[src/rtl/lmat_pkg.sv]
// ============================================================================
// Light moving-average trigger package
// Shared constants and the command/status types between controller and
// datapath.
// ============================================================================
`default_nettype none

package lmat_pkg;

    localparam int SAMPLE_W      = 16;
    localparam int LEVEL_W       = 10;
    localparam int PERCENT_SCALE = 100;
    localparam int PROD_W        = SAMPLE_W + LEVEL_W;

    localparam logic [LEVEL_W-1:0]  LEVEL_RESET = LEVEL_W'(110);
    localparam logic [SAMPLE_W-1:0] AVG_MAX     = {SAMPLE_W{1'b1}};

    typedef struct packed {
        logic accept;
        logic fill_step;
        logic calc_prod;
        logic calc_num;
        logic div_start;
        logic update_fill;
        logic update_steady;
        logic mul;
        logic cmp;
        logic out_load;
    } dp_cmd_t;

    typedef struct packed {
        logic filling;
        logic fill_last;
        logic div_busy;
    } dp_sts_t;

endpackage

`default_nettype wire

[src/rtl/light_moving_average_trigger_core.sv]
// ============================================================================
// Light moving-average trigger core
// Running average of light samples with a ratio-of-averages trigger.
// ============================================================================
// Usage:
//   Input channel in_valid/in_ready carries one light_sample per request.
//   Output channel out_valid/out_ready returns one result per request:
//   average_out, trigger, warming_up and init_error.
//   cfg_wr_en/cfg_wr_data write level_percent (reset value 110); write it
//   only while no request is in flight.
//   One request is processed at a time: the next is accepted only after the
//   last result is loaded. A sample that goes into the initial window takes
//   a fill step and the output load. The sample that closes the window adds
//   the reciprocal divide by WINDOW_SIZE and the average update. Every later
//   one runs window product, numerator, divide, average update, percent
//   products, compare and output load, which waits until the output is free.
//   The result sits in an output register, so the next request is accepted
//   and processed while out_ready is low; processing stops only when a
//   second result is ready and the register is still full.
//   Reset clears the window, average, error flag and both channels; the
//   sample ring holds no data until the first WINDOW_SIZE samples arrive.
// ============================================================================
`default_nettype none

module light_moving_average_trigger_core #(
    parameter int WINDOW_SIZE = 8
) (
    input  wire logic                          clk,
    input  wire logic                          rst_n,
    input  wire logic                          cfg_wr_en,
    input  wire logic [lmat_pkg::LEVEL_W-1:0]  cfg_wr_data,
    input  wire logic                          in_valid,
    output logic                               in_ready,
    input  wire logic [lmat_pkg::SAMPLE_W-1:0] light_sample,
    output logic                               out_valid,
    input  wire logic                          out_ready,
    output logic      [lmat_pkg::SAMPLE_W-1:0] average_out,
    output logic                               trigger,
    output logic                               warming_up,
    output logic                               init_error
);

    lmat_pkg::dp_cmd_t cmd;
    lmat_pkg::dp_sts_t sts;

    lmat_ctrl u_ctrl (
        .clk      (clk),
        .rst_n    (rst_n),
        .in_valid (in_valid),
        .in_ready (in_ready),
        .out_valid(out_valid),
        .out_ready(out_ready),
        .cmd      (cmd),
        .sts      (sts)
    );

    lmat_datapath #(
        .WINDOW_SIZE(WINDOW_SIZE)
    ) u_dp (
        .clk         (clk),
        .rst_n       (rst_n),
        .cmd         (cmd),
        .sts         (sts),
        .cfg_wr_en   (cfg_wr_en),
        .cfg_wr_data (cfg_wr_data),
        .light_sample(light_sample),
        .average_out (average_out),
        .trigger     (trigger),
        .warming_up  (warming_up),
        .init_error  (init_error)
    );

endmodule

`default_nettype wire

[src/rtl/lmat_ram.sv]
// ============================================================================
// Generic RAM
// One write port, one read port, registered read data, no reset on storage.
// ============================================================================
`default_nettype none

module lmat_ram #(
    parameter int WIDTH = 16,
    parameter int DEPTH = 8,
    localparam int ADDR_W = (DEPTH > 1) ? $clog2(DEPTH) : 1
) (
    input  wire logic              clk,
    input  wire logic              we,
    input  wire logic [ADDR_W-1:0] waddr,
    input  wire logic [WIDTH-1:0]  wdata,
    input  wire logic              re,
    input  wire logic [ADDR_W-1:0] raddr,
    output logic      [WIDTH-1:0]  rdata
);

    logic [WIDTH-1:0] mem [DEPTH];

    always_ff @(posedge clk)
    begin
        if (we)
        begin
            mem[waddr] <= wdata;
        end
        if (re)
        begin
            rdata <= mem[raddr];
        end
    end

endmodule

`default_nettype wire

[src/rtl/lmat_div.sv]
// ============================================================================
// Constant divider
// Division by a fixed divisor through reciprocal multiplication: the product
// is registered, then its shifted upper bits are registered as the quotient.
// ============================================================================
`default_nettype none

module lmat_div #(
    parameter int DW      = 20,
    parameter int DIVISOR = 8
) (
    input  wire logic          clk,
    input  wire logic          rst_n,
    input  wire logic          start,
    input  wire logic [DW-1:0] dividend,
    output logic               busy,
    output logic      [DW-1:0] quotient
);

    localparam int LW    = $clog2(DIVISOR);
    localparam int SHIFT = DW + LW;
    localparam int MW    = DW + 1;
    localparam int PRW   = DW + MW;

    localparam logic [MW-1:0] RECIP =
        MW'(((64'd1 << SHIFT) + 64'(DIVISOR) - 64'd1) / 64'(DIVISOR));

    logic [PRW-1:0] prod_reg;
    logic [DW-1:0]  quo_reg;
    logic           busy_reg;

    always_ff @(posedge clk or negedge rst_n)
    begin
        if (!rst_n)
        begin
            busy_reg <= 1'b0;
        end
        else
        begin
            busy_reg <= start;
        end
    end

    always_ff @(posedge clk)
    begin
        if (start)
        begin
            prod_reg <= PRW'(dividend) * PRW'(RECIP);
        end
        if (busy_reg)
        begin
            quo_reg <= DW'(prod_reg[PRW-1:SHIFT]);
        end
    end

    assign busy     = busy_reg;
    assign quotient = quo_reg;

endmodule

`default_nettype wire

[src/rtl/lmat_datapath.sv]
// ============================================================================
// Light moving-average trigger datapath
// Sample ring, fill sum, running average, divider and ratio compare.
// ============================================================================
`default_nettype none

module lmat_datapath #(
    parameter int WINDOW_SIZE = 8
) (
    input  wire logic                             clk,
    input  wire logic                             rst_n,
    input  wire lmat_pkg::dp_cmd_t                cmd,
    output lmat_pkg::dp_sts_t                     sts,
    input  wire logic                             cfg_wr_en,
    input  wire logic [lmat_pkg::LEVEL_W-1:0]     cfg_wr_data,
    input  wire logic [lmat_pkg::SAMPLE_W-1:0]    light_sample,
    output logic      [lmat_pkg::SAMPLE_W-1:0]    average_out,
    output logic                                  trigger,
    output logic                                  warming_up,
    output logic                                  init_error
);

    localparam int SW     = lmat_pkg::SAMPLE_W;
    localparam int AW     = (WINDOW_SIZE > 1) ? $clog2(WINDOW_SIZE) : 1;
    localparam int CW     = $clog2(WINDOW_SIZE + 1);
    localparam int DVW    = $clog2(WINDOW_SIZE + 1);
    localparam int DW     = SW + DVW;
    localparam int PW     = lmat_pkg::PROD_W;

    logic [lmat_pkg::LEVEL_W-1:0] level_reg;
    logic [SW-1:0] sample_reg;
    logic [SW-1:0] avg_reg;
    logic [SW-1:0] old_reg;
    logic [CW-1:0] fill_count_reg;
    logic [DW-1:0] fill_sum_reg;
    logic [AW-1:0] pos_reg;
    logic          err_reg;
    logic          warm_reg;
    logic          trig_reg;
    logic [DW-1:0] prod_reg;
    logic [DW-1:0] num_reg;
    logic          neg_reg;
    logic [PW-1:0] p_new_reg;
    logic [PW-1:0] p_old_reg;

    logic [SW-1:0] average_out_reg;
    logic          trigger_reg;
    logic          warming_up_reg;
    logic          init_error_reg;

    logic          ram_we;
    logic [AW-1:0] ram_waddr;
    logic [SW-1:0] ram_rdata;
    logic [DW:0]   steady_num;
    logic [DW-1:0] fill_total;
    logic          div_busy;
    logic [DW-1:0] quotient;
    logic [SW-1:0] next_avg;

    lmat_ram #(
        .WIDTH(SW),
        .DEPTH(WINDOW_SIZE)
    ) u_ring (
        .clk  (clk),
        .we   (ram_we),
        .waddr(ram_waddr),
        .wdata(sample_reg),
        .re   (cmd.accept),
        .raddr(pos_reg),
        .rdata(ram_rdata)
    );

    lmat_div #(
        .DW     (DW),
        .DIVISOR(WINDOW_SIZE)
    ) u_div (
        .clk     (clk),
        .rst_n   (rst_n),
        .start   (cmd.div_start),
        .dividend(num_reg),
        .busy    (div_busy),
        .quotient(quotient)
    );

    assign ram_we     = cmd.fill_step || cmd.calc_num;
    assign ram_waddr  = cmd.fill_step ? fill_count_reg[AW-1:0] : pos_reg;
    assign fill_total = fill_sum_reg + DW'(sample_reg);
    assign steady_num = (DW+1)'(prod_reg) + (DW+1)'(sample_reg) - (DW+1)'(ram_rdata);

    always_comb
    begin
        if (neg_reg)
        begin
            next_avg = '0;
        end
        else if (|quotient[DW-1:SW])
        begin
            next_avg = lmat_pkg::AVG_MAX;
        end
        else
        begin
            next_avg = quotient[SW-1:0];
        end
    end

    always_ff @(posedge clk or negedge rst_n)
    begin
        if (!rst_n)
        begin
            level_reg      <= lmat_pkg::LEVEL_RESET;
            avg_reg        <= '0;
            fill_count_reg <= '0;
            fill_sum_reg   <= '0;
            pos_reg        <= '0;
            err_reg        <= 1'b0;
        end
        else
        begin
            if (cfg_wr_en)
            begin
                level_reg <= cfg_wr_data;
            end
            if (cmd.fill_step)
            begin
                fill_sum_reg   <= fill_total;
                fill_count_reg <= fill_count_reg + CW'(1);
            end
            if (cmd.calc_num)
            begin
                if (pos_reg == AW'(WINDOW_SIZE - 1))
                begin
                    pos_reg <= '0;
                end
                else
                begin
                    pos_reg <= pos_reg + AW'(1);
                end
            end
            if (cmd.update_fill)
            begin
                avg_reg <= next_avg;
                if (next_avg == '0)
                begin
                    err_reg <= 1'b1;
                end
            end
            if (cmd.update_steady)
            begin
                avg_reg <= next_avg;
            end
        end
    end

    always_ff @(posedge clk)
    begin
        if (cmd.accept)
        begin
            sample_reg <= light_sample;
            warm_reg   <= sts.filling;
            trig_reg   <= 1'b0;
        end
        if (cmd.calc_prod)
        begin
            prod_reg <= DW'(avg_reg) * DW'(WINDOW_SIZE);
        end
        if (cmd.fill_step)
        begin
            num_reg <= fill_total;
            neg_reg <= 1'b0;
        end
        if (cmd.calc_num)
        begin
            num_reg <= steady_num[DW-1:0];
            neg_reg <= steady_num[DW];
        end
        if (cmd.update_steady)
        begin
            old_reg <= avg_reg;
        end
        if (cmd.mul)
        begin
            p_new_reg <= PW'(avg_reg) * PW'(lmat_pkg::PERCENT_SCALE);
            p_old_reg <= PW'(level_reg) * PW'(old_reg);
        end
        if (cmd.cmp)
        begin
            trig_reg <= !err_reg && (old_reg != '0) && (p_new_reg >= p_old_reg);
        end
        if (cmd.out_load)
        begin
            average_out_reg <= avg_reg;
            trigger_reg     <= trig_reg;
            warming_up_reg  <= warm_reg;
            init_error_reg  <= err_reg;
        end
    end

    assign sts.filling   = (fill_count_reg != CW'(WINDOW_SIZE));
    assign sts.fill_last = (fill_count_reg == CW'(WINDOW_SIZE - 1));
    assign sts.div_busy  = div_busy;

    assign average_out = average_out_reg;
    assign trigger     = trigger_reg;
    assign warming_up  = warming_up_reg;
    assign init_error  = init_error_reg;

endmodule

`default_nettype wire

[src/rtl/lmat_ctrl.sv]
// ============================================================================
// Light moving-average trigger controller
// Sequences one request through fill or steady-state update and the output
// register.
// ============================================================================
`default_nettype none

module lmat_ctrl (
    input  wire logic              clk,
    input  wire logic              rst_n,
    input  wire logic              in_valid,
    output logic                   in_ready,
    output logic                   out_valid,
    input  wire logic              out_ready,
    output lmat_pkg::dp_cmd_t      cmd,
    input  wire lmat_pkg::dp_sts_t sts
);

    typedef enum logic [3:0] {
        S_IDLE,
        S_FILL,
        S_READ,
        S_CALC,
        S_DSTART,
        S_DWAIT,
        S_UPDATE,
        S_MUL,
        S_CMP,
        S_DONE
    } state_t;

    state_t state_reg, state_next;
    logic   fill_mode_reg, fill_mode_next;
    logic   out_valid_reg, out_valid_next;
    logic   slot_free;

    assign slot_free = !out_valid_reg || out_ready;

    always_comb
    begin
        state_next     = state_reg;
        fill_mode_next = fill_mode_reg;
        out_valid_next = out_valid_reg && !out_ready;
        cmd            = '0;
        case (state_reg)
            S_IDLE:
            begin
                if (in_valid)
                begin
                    cmd.accept = 1'b1;
                    state_next = sts.filling ? S_FILL : S_READ;
                end
            end
            S_FILL:
            begin
                cmd.fill_step = 1'b1;
                if (sts.fill_last)
                begin
                    fill_mode_next = 1'b1;
                    state_next     = S_DSTART;
                end
                else
                begin
                    state_next = S_DONE;
                end
            end
            S_READ:
            begin
                cmd.calc_prod = 1'b1;
                state_next    = S_CALC;
            end
            S_CALC:
            begin
                cmd.calc_num   = 1'b1;
                fill_mode_next = 1'b0;
                state_next     = S_DSTART;
            end
            S_DSTART:
            begin
                cmd.div_start = 1'b1;
                state_next    = S_DWAIT;
            end
            S_DWAIT:
            begin
                if (!sts.div_busy)
                begin
                    state_next = S_UPDATE;
                end
            end
            S_UPDATE:
            begin
                if (fill_mode_reg)
                begin
                    cmd.update_fill = 1'b1;
                    state_next      = S_DONE;
                end
                else
                begin
                    cmd.update_steady = 1'b1;
                    state_next        = S_MUL;
                end
            end
            S_MUL:
            begin
                cmd.mul    = 1'b1;
                state_next = S_CMP;
            end
            S_CMP:
            begin
                cmd.cmp    = 1'b1;
                state_next = S_DONE;
            end
            S_DONE:
            begin
                if (slot_free)
                begin
                    cmd.out_load   = 1'b1;
                    out_valid_next = 1'b1;
                    state_next     = S_IDLE;
                end
            end
            default:
            begin
                state_next = S_IDLE;
            end
        endcase
    end

    always_ff @(posedge clk or negedge rst_n)
    begin
        if (!rst_n)
        begin
            state_reg     <= S_IDLE;
            fill_mode_reg <= 1'b0;
            out_valid_reg <= 1'b0;
        end
        else
        begin
            state_reg     <= state_next;
            fill_mode_reg <= fill_mode_next;
            out_valid_reg <= out_valid_next;
        end
    end

    assign in_ready  = (state_reg == S_IDLE);
    assign out_valid = out_valid_reg;

endmodule

`default_nettype wire

[config.mk]
export PLATFORM = sky130hd
export DESIGN_NAME = light_moving_average_trigger_core
export DESIGN_NICKNAME = d
export VERILOG_FILES = /design/src/rtl/lmat_pkg.sv /design/src/rtl/light_moving_average_trigger_core.sv /design/src/rtl/lmat_ram.sv /design/src/rtl/lmat_div.sv /design/src/rtl/lmat_datapath.sv /design/src/rtl/lmat_ctrl.sv
export SDC_FILE = /design/constraint.sdc
export NUM_CORES = 1
export LEC_CHECK = 0
export ABC_CLOCK_PERIOD_IN_PS = 5050
export BUFFER_PORTS_ARGS = -buffer_cell sky130_fd_sc_hd__buf_4
export CAP_MARGIN = 10
export CELL_PAD_IN_SITES_DETAIL_PLACEMENT = 0
export CELL_PAD_IN_SITES_GLOBAL_PLACEMENT = 1
export CORE_MARGIN = 5
export CORE_UTILIZATION = 34
export CTS_CLUSTER_DIAMETER = 30
export CTS_CLUSTER_SIZE = 28
export DETAILED_ROUTE_END_ITERATION = 10
export GPL_TIMING_DRIVEN = 0
export PLACE_DENSITY = 0.56
export SYNTH_ARGS = -nofsm -noshare
export SYNTH_HDL_FRONTEND = slang
export SYNTH_SLANG_ARGS = --single-unit
[constraint.sdc]
create_clock -name clk -period 5.05 [get_ports clk]
set_input_delay 1.01 -clock clk [delete_from_list [all_inputs] [get_ports clk]]
set_output_delay 1.01 -clock clk [all_outputs]
set_load 0.05 [all_outputs]
======== Yosys cells after proc, flatten, opt, wreduce, memory -nomap -nowiden ========
Memories as Yosys holds them, arrays and structs flattened. A register that Yosys moved wholly into a read port is not among the register bits.
Cells that the tools add are included.
cells by class
  $add $sub $neg .......................... 5
  multiply operators ...................... 2
  $lt $le $gt $ge ......................... 1
  equality and inequality tests ........... 16
  multiplexer cells ....................... 38
  reductions and logical operators ........ 18
operators with widths
  cell                                                  count
  2-to-1 mux 16 bit                                     4
  2-to-1 mux 20 bit                                     2
  case mux 4 bit (10 select lines)                      1
  greater-or-equal comparator 23 x 26 -> 1 bit          1
  multiplier 10 x 16 -> 26 bit                          1
  multiplier 16 x 5 -> 21 bit (second input constant)   1
  2-to-1 mux 1 bit                                      21
  subtractor 21 x 16 -> 21 bit                          1
  adder 19 x 16 -> 20 bit                               1
  adder 20 x 16 -> 20 bit                               1
  equality test 4 x 3 -> 1 bit (second input constant)  5
  2-to-1 mux 4 bit                                      5
  zero test 16 bit                                      1
  nonzero test 16 bit                                   1
  equality test 4 x 2 -> 1 bit (second input constant)  2
  equality test 4 bit (second input constant)           2
  nonzero test 2 bit                                    4
  2-to-1 mux 3 bit                                      2
  != test 2 bit (second input constant)                 3
  adder 4 x 1 -> 4 bit (second input constant)          1
  equality test 4 x 1 -> 1 bit (second input constant)  1
  zero test 4 bit                                       1
  2-to-1 mux 2 bit                                      2
  != test 4 bit (second input constant)                 1
  9 further kinds                                       15
storage, ports and cells
  flip-flop bits (word level) ............. 235
  memory bits (writable) .................. 128
  output and inout bits ................... 21
  memories kept ........................... 1
memories
  memory           depth  bits a word  read ports  clocked after memory_dff  wr ports  line            source
  u_dp.u_ring.mem  8      16           1           1                         1         lmat_ram.sv:21  logic [WIDTH-1:0] mem [DEPTH];

======== Depth between registers and ports, before layout ========
Gate-level depths: netlist (run 1).
  depth after elaboration ................. 5
  mapped depth ............................ 22
  depth with buffers taken out ............ 20

======== Cells and area by module ========
A second synthesis (run 1) with hierarchy kept.
unflattened totals
  cells, all modules ...................... 1866
  area, all modules ....................... 23123.4 sq um
by module, submodules not included
  module         times used  cells each  area each (sq um)  sequential area each (sq um)
  lmat_datapath  1           1558        16113.0            5471.5
  lmat_ram       1           214         5454.0             4324.1
  lmat_div       1           39          1072.3             1046.0
  lmat_ctrl      1           55          484.2              150.1

======== Worst setup path after synthesis (run 1) ========
OpenSTA, ideal clock, no wires.
  kind .................................... register to register
  from .................................... register u_dp.level_reg[3] (netlist bit)
  to ...................................... register u_dp.p_old_reg[25], data pin
  arrival ................................. 5080 ps
  setup slack ............................. -299 ps
  cell stages (with the launch flop) ...... 21
  period minus slack after synthesis ...... 5349 ps
  cells stage by stage .................... dfstp_2 -> clkbuf_1 -> clkbuf_1 -> nand2_1 -> fa_1 -> inv_1 -> fa_1 -> ha_1 -> fa_1 -> inv_1 -> fa_1 -> inv_1 -> ha_1 -> nand2_1 -> o21ai_0 -> o211a_1 -> o2111ai_1 -> and2_1 -> a211o_1 -> nand2_1 -> o211ai_1
between the ends
  longest elaborated chain between the ends .. 1
ends and longest elaborated chain
  what                          line                  source
  start, declared               lmat_datapath.sv:30   logic [lmat_pkg::LEVEL_W-1:0] level_reg;
  start signal, assigned        lmat_datapath.sv:110  level_reg <= lmat_pkg::LEVEL_RESET;
  start signal, assigned        lmat_datapath.sv:121  level_reg <= cfg_wr_data;
  multiplier 10 x 16 -> 26 bit  lmat_datapath.sv:183  p_old_reg <= PW'(level_reg) * PW'(old_reg);
  end signal, assigned          lmat_datapath.sv:183
  end, declared                 lmat_datapath.sv:44   logic [PW-1:0] p_old_reg;
Every way passes these cells.
A chain may end at the register's enable or synchronous reset.

======== Final worst setup path (run 1) ========
  from .................................... register u_dp.level_reg[2] (netlist bit)
  to ...................................... register u_dp.p_old_reg[19], data pin
Same word-level chain as after synthesis.

==> qor.yml, run 1 <==
status: "finished, violations left"
violations: "setup timing"
drive_gt1_share_pct: 20.1
ys_warn_count: 0
max_slew_margin_pct: 32.7
whs_ns: 0.369
antenna_cells: 0
start_util_pct: 34.4
cts_buffer_depth: 3
yosysUniqueCellTypes: 79
crit_slowest_cell: "dfstp_2"
synth_edf_count: 312
synth_largest_area_cell: "edfxtp_1"
leakage_nw: 12.3
crit_path_end_kind: "register"
drc: 0
dieArea_um2: 72000
postPlaceCellArea_um2: 24500
die_x_um: 268
syn_inst: 1893
p_per_area_nw_per_um2: 457
drt_first_pass_iters: 4
grt_pass1_vias: 15800
synth_top_area_share_pct: 41.3
grt_pass1_wl_mm: 90.9
slowest_delay_ns: 0.62
fmax_ghz: 0.187
setup_viol: 11
largest_register_ffs: 128
synth-seq-cells: 373
area_growth_syn_to_layout_pct: 25.7
crit_arrival_ns: 5.67
rows: 94
antenna_found_initial: 0
dpl.hpwl_mm: 41.9
numCtsBuffers: 89
cts-htree-levels: 3
vias: 14800
synth_commonest_cells: "edfxtp_1, inv_1, nand2_1"
nNetsFinal: 2428
ios: 52
coreArea_um2: 66000
irDropWorstVdd_uv: 317
async_flop_share_pct: 16.4
synth.area.top_cells: "edfxtp_1, fa_1, ha_1"
path_cells: "buf_6, nand2_4, fa_1, inv_2, fa_1, inv_2, fa_1, inv_1, fa_1, inv_2, fa_1, inv_2, ha_4, a21oi_4, nand2_2, o211a_1, o2111ai_2, buf_4, nand3_2, a21o_1, a21oi_2, xnor2_1"
required_ns: 5.38
max_cap_viol_count: 0
clkSlewWorstSetupHoldPaths_ns: 0.05
netlist_area_um2: 22700
ant_nets: 0
worst_pin_slew_ns: 1.01
avgSynthCellArea_um2: 12.0
synth_ff_type: "edfxtp_1"
layout_setup_ws_ns: -0.286
routed_wl_mm: 58.9
rsz0062_at_grt: "yes"
synth.yosys.seq_area_share_pct: 48.0
drt_iter0_markers: 680
clkLatencyLatePin_ns: 0.65
grt_overflow: 0
slew_viol_final: 0
cts_tree: "built"
hold_class: "register to register"
clock_skew_ns: 0.0666
dp_slack_ns: -0.761
cts_root_buf: "clkbuf_16"
grt_start_max_net_pins: 62
detail_route.wl_per_cell_um: 19.4
synth_nets: 2229
start_kind: "register"
timing.critical_path.mode_cell: "fa_1"
clock_sinks: 373
vias_per_cell: 4.87
path_max_fanout: 3
portBuffers: 50
finalHoldViolCount: 0
fp.dieH_um: 268
gp_congestion: 0.788
stdcell_area_um2: 28500
nFillCells: 6146
yosysMostFrequentCell: "edfxtp_1"
rrSetupSlack_ns: -0.29
criticalPathCategory: "register to register"
grtUsageTotal_pct: 16.5
min_period_over_period_pct: 106
fin_crit_ns: 5.34
-- power by group --
part           leakage (nW)  internal [W]  total (W)  switching [W]
clock                  1.52       0.00399    0.00587        0.00188
combinational          7.06       0.00107    0.00289        0.00182
sequential             3.74       0.00399    0.00428       0.000284
total                  12.3       0.00905     0.0130        0.00399
-- layout by cell type, fill, tap and decap left out, types with 15 or more instances in the layout --
cell / n
nor3_1: 30
nand2_1: 201
nor2_1: 79
and2_1: 86
dfrtp_1: 53
o21ai_0: 63
xnor2_1: 43
mux4_2: 32
buf_4: 103
o31ai_1: 19
ha_1: 172
a21oi_1: 40
fa_1: 122
xor2_1: 28
inv_1: 207
clkbuf_1: 46
edfxtp_1: 312
o211ai_1: 15
a21o_1: 23
clkbuf_16: 93
-- per-stage QoR --
step / cells / TNS, ns / utilization, % / power, W
after floorplan: 1893 / -0.0299 / - / 0.00614
after global placement: 2807 / -129.01 / 36.7 / 0.00713
after detailed placement: 2823 / -8.68 / 37.1 / 0.00723
after CTS: 3013 / -2.43 / 42.7 / 0.0132
after global routing: 3033 / -4.36 / 43.2 / 0.0137
final: 3033 / -2.14 / 43.2 / 0.0130
-- logic make-up after synthesis --
kind of cell | synth area share (%)
flops | 48.0
compound gates | 8.27
fa+ha+maj | 20.9
xor+xnor | 2.78
buf+inv | 4.70
mux | 3.94
simple gates | 11.4
-- what timing repair did --
action / 4_1_cts / 5_1_grt
setup endpoints to repair: 17 / 15
gates cloned: 0 / 0
buffers inserted: 38 / 20
hold buffers: 0 / 0
pin swaps: 33 / 53
gates resized for setup: 62 / 45
-- layer usage --
metal	GRT usage [%]	part of all wire, %	vias up
met4	5.50	2.9	0
met1	20.3	43	7408
met2	30.0	52	191
li1	-	-	7098
met3	2.33	2.4	86
met5	0	0	-
-- worst paths after layout --
path / start / to / depth (start not counted)
min in group asynchronous: rst_n / u_dp.fill_sum_reg[2] / 1
max in group asynchronous: rst_n / u_dp.level_reg[8] / 1
worst max-delay path: u_dp.level_reg[2] / u_dp.p_old_reg[19] / 22
worst min-delay path: u_dp.num_reg[19] / u_dp.u_div.prod_reg[39] / 0
worst min register to register: u_dp.num_reg[19] / u_dp.u_div.prod_reg[39] / 0
worst max register to register: u_dp.level_reg[2] / u_dp.p_old_reg[19] / 22
-- worst max-delay path: cells and delay by family, from the launching register on --
family / cells / cell delay (ns)
AO/OA/AOI/OAI: 5 / 0.93
XOR/XNOR: 1 / 0.09
buffers and inverters: 7 / 0.53
flip-flops: 1 / 0.62
adder cells (fa/ha/maj): 6 / 2.71
AND/OR/NAND/NOR: 3 / 0.20
-- layout make-up --
cell class              instances  area (um2)  area share, %
multi-input cells            1237       11100           39.0
flip-flops and latches        373       10900           38.3
clock buffers                 108        2370           8.31
repair buffers                124        1110           3.89
well taps                     864        1080           3.79
inverters                     220         826           2.90
clock inverters                60         805           2.82
plain buffers                  47         285           1.00
Power figures use the tool's default switching activity.
==> run 2: changes to the inputs <==
Settings changed: CORE_ASPECT_RATIO from default to 0.7.
==> qor.yml, run 2 (synthesized netlist as in run 1, its figures left out) <==
cts-htree-levels: 3  # unchanged
final_common_cell: "edfxtp_1"
layout_setup_ws_ns: -0.349  # -0.0632 ns
timing.critical_path.mode_cell: "fa_1"
switching_share_pct: 30.4  # -0.26 points
crit_path_end: "u_dp.p_old_reg[24]"
setup_viol: 13  # +2
worst-path-stages: 21  # -4.5%
path_max_fanout: 5  # +2
tns_ns: -2.76  # -0.619 ns
fmax_ghz: 0.185  # -1.2%
finalHoldViolCount: 0  # unchanged
area_growth_syn_to_layout_pct: 23.4
vias_per_cell: 4.93  # +1.2%
die_x_um: 319  # +19%
clock_skew_ns: 0.0309  # -0.0357 ns
clock_sinks: 373  # unchanged
dp_cells: 2851  # +0.99%
drc: 0  # unchanged
crit_arrival_ns: 5.73  # +0.06 ns
largest_register_ffs: 128  # unchanged
coreArea_um2: 66300  # +0.52%
p_per_area_nw_per_um2: 451  # -1.4%
crit_slowest_cell: "fa_1"
portBuffers: 50  # unchanged
pwr-share-seq_pct: 33.8  # +1.0 points
clockPowerShare_pct: 43.2  # -1.8 points
antenna_found_initial: 3  # +3
worst-path-buf-inv: 7  # unchanged
vias: 14900  # +0.88%
worstSetupStartpoint: "u_dp.level_reg[3]"
fp.dieH_um: 226  # -16%
grt_overflow: 0  # unchanged
crit_family: "adder cells"
max_cap_viol_count: 0  # unchanged
rr_startpoint: "u_dp.level_reg[3]"
drt_iter0_markers: 1038  # +53%
ios: 52  # unchanged
grtUsageTotal_pct: 16.5  # -0.019 points
cts_tree: "built"
hold_class: "register to register"
dp_slack_ns: -0.908  # -0.147 ns
status: "finished, violations left"
gp_congestion: 0.794  # +0.85%
slew_viol_final: 0  # unchanged
cts_buffer_depth: 3  # unchanged
power.internal_w: 0.00879  # -2.8%
fin_crit_ns: 5.40  # +0.0632 ns
routed_wl_mm: 58.8  # -0.28%
clkLatencyLatePin_ns: 0.61  # -0.04 ns
drive_gt1_share_pct: 18.7  # -1.5 points
irDropWorstVdd_uv: 234  # -26%
numCtsBuffers: 82  # -7.9%
start_kind: "register"
cts_root_buf: "clkbuf_16"
rrSetupSlack_ns: -0.35  # -0.06 ns
grt_start_max_net_pins: 62  # unchanged
layout_common_cells: "edfxtp_1, inv_1, nand2_1"
required_ns: 5.39  # about the same
antenna_cells: 0  # unchanged
worst_pin_slew_ns: 1.07  # +0.0659 ns
path_cells: "buf_8, nand2_4, fa_1, inv_2, fa_1, inv_1, fa_1, inv_2, fa_1, inv_1, fa_1, inv_2, ha_4, buf_4, o21a_4, a21oi_4, o2111a_2, nor2_4, a211oi_2, nor3_2, xor2_1"
slowest_delay_ns: 0.56  # -0.06 ns
rsz0062_at_grt: "yes"
violations: "setup timing"
p_comb_share_pct: 22.9  # +0.7 points
r2r_cells: 21  # -4.5%
dpl.hpwl_mm: 43.7  # +4.4%
crit_path_end_kind: "register"
start_util_pct: 34.2  # -0.18 points
max_slew_margin_pct: 28.3  # -4.4 points
min_period_over_period_pct: 107  # +1.3 points
grt_pass1_vias: 15400  # -2.4%
ant_nets: 0  # unchanged
p_switching_w: 0.00384  # -3.9%
rows: 79  # -16%
detail_route.wl_per_cell_um: 19.4  # about the same
finalNonFillerCells: 3022  # -0.36%
criticalPathCategory: "register to register"
grt_pass1_wl_mm: 91.7  # +0.86%
rr_endpoint: "u_dp.p_old_reg[24]"
leakage_nw: 12.0  # -2.3%
dieArea_um2: 72100  # +0.12%
clkSlewWorstSetupHoldPaths_ns: 0.05  # about the same
drt_first_pass_iters: 5  # +1
nNetsFinal: 2399  # -1.2%
==> run 2: cell type report <==
class | count | area (um2)
Timing Repair Buffer | 103 | 877
Buffer | 46 | 288
Multi-Input combinational cell | 1237 | 11100
Inverter | 220 | 826
Tap cell | 891 | 1110
Clock buffer | 96 | 2170
Fill cell | 6184 | 38300
Clock inverter | 56 | 696
Sequential cell | 373 | 10900
==> run 2: power groups by stage <==
stage / clock network (W) / logic (W) / registers [W]
after floorplan: 0 / 0.00176 / 0.00438
after global placement: 0 / 0.00271 / 0.00434
after detailed placement: 0 / 0.00284 / 0.00433
after CTS: 0.00560 / 0.00289 / 0.00428
after global routing: 0.00577 / 0.00320 / 0.00432
final: 0.00546 / 0.00289 / 0.00427
==> run 2: per-layer routing <==
metal  vias to the layer above  wire [um]  GRT usage [%]
li1                       7023          -              -
met1                      7516      32600           27.5
met2                       303      21900           21.1
met3                        71       3230           3.52
met4                         0       1030           4.12
met5                         -          0              0
==> run 2: how the worst min path moves through the flow <==
stage | slack [ns] | cells past startpoint | from | endpoint
6_report | 0.40 | 0 | u_dp.num_reg[16] | u_dp.u_div.prod_reg[36]
5_1_grt | 0.42 | 0 | u_dp.u_div.prod_reg[32] | u_dp.u_div.quotient[9]
4_1_cts | 0.41 | 0 | u_dp.num_reg[16] | u_dp.u_div.prod_reg[36]
3_5_place_dp | 0.41 | 0 | u_dp.num_reg[15] | u_dp.u_div.prod_reg[35]
3_3_place_gp | 0.41 | 0 | u_dp.warm_reg | u_dp.warming_up
2_1_floorplan | 0.40 | 0 | u_dp.trig_reg | u_dp.trigger
==> run 2: what timing repair did <==
action / 4_1_cts / 5_1_grt
resized for setup: 54 / 34
pin swaps: 25 / 32
buffers inserted: 27 / 9
endpoints found under the setup margin: 16 / 21
hold buffers: 0 / 0
==> run 2: stage by stage <==
stage                     total power [W]  hold WS, ns  util, %  cell area [um2]
after CTS                          0.0128        0.409     41.9            27800
after detailed placement          0.00717        0.406     37.0            24500
after floorplan                   0.00614        0.400        -            22800
after global routing               0.0133        0.419     42.2            28000
final                              0.0126        0.403     42.2            28000
after global placement            0.00705        0.405     36.6            24300
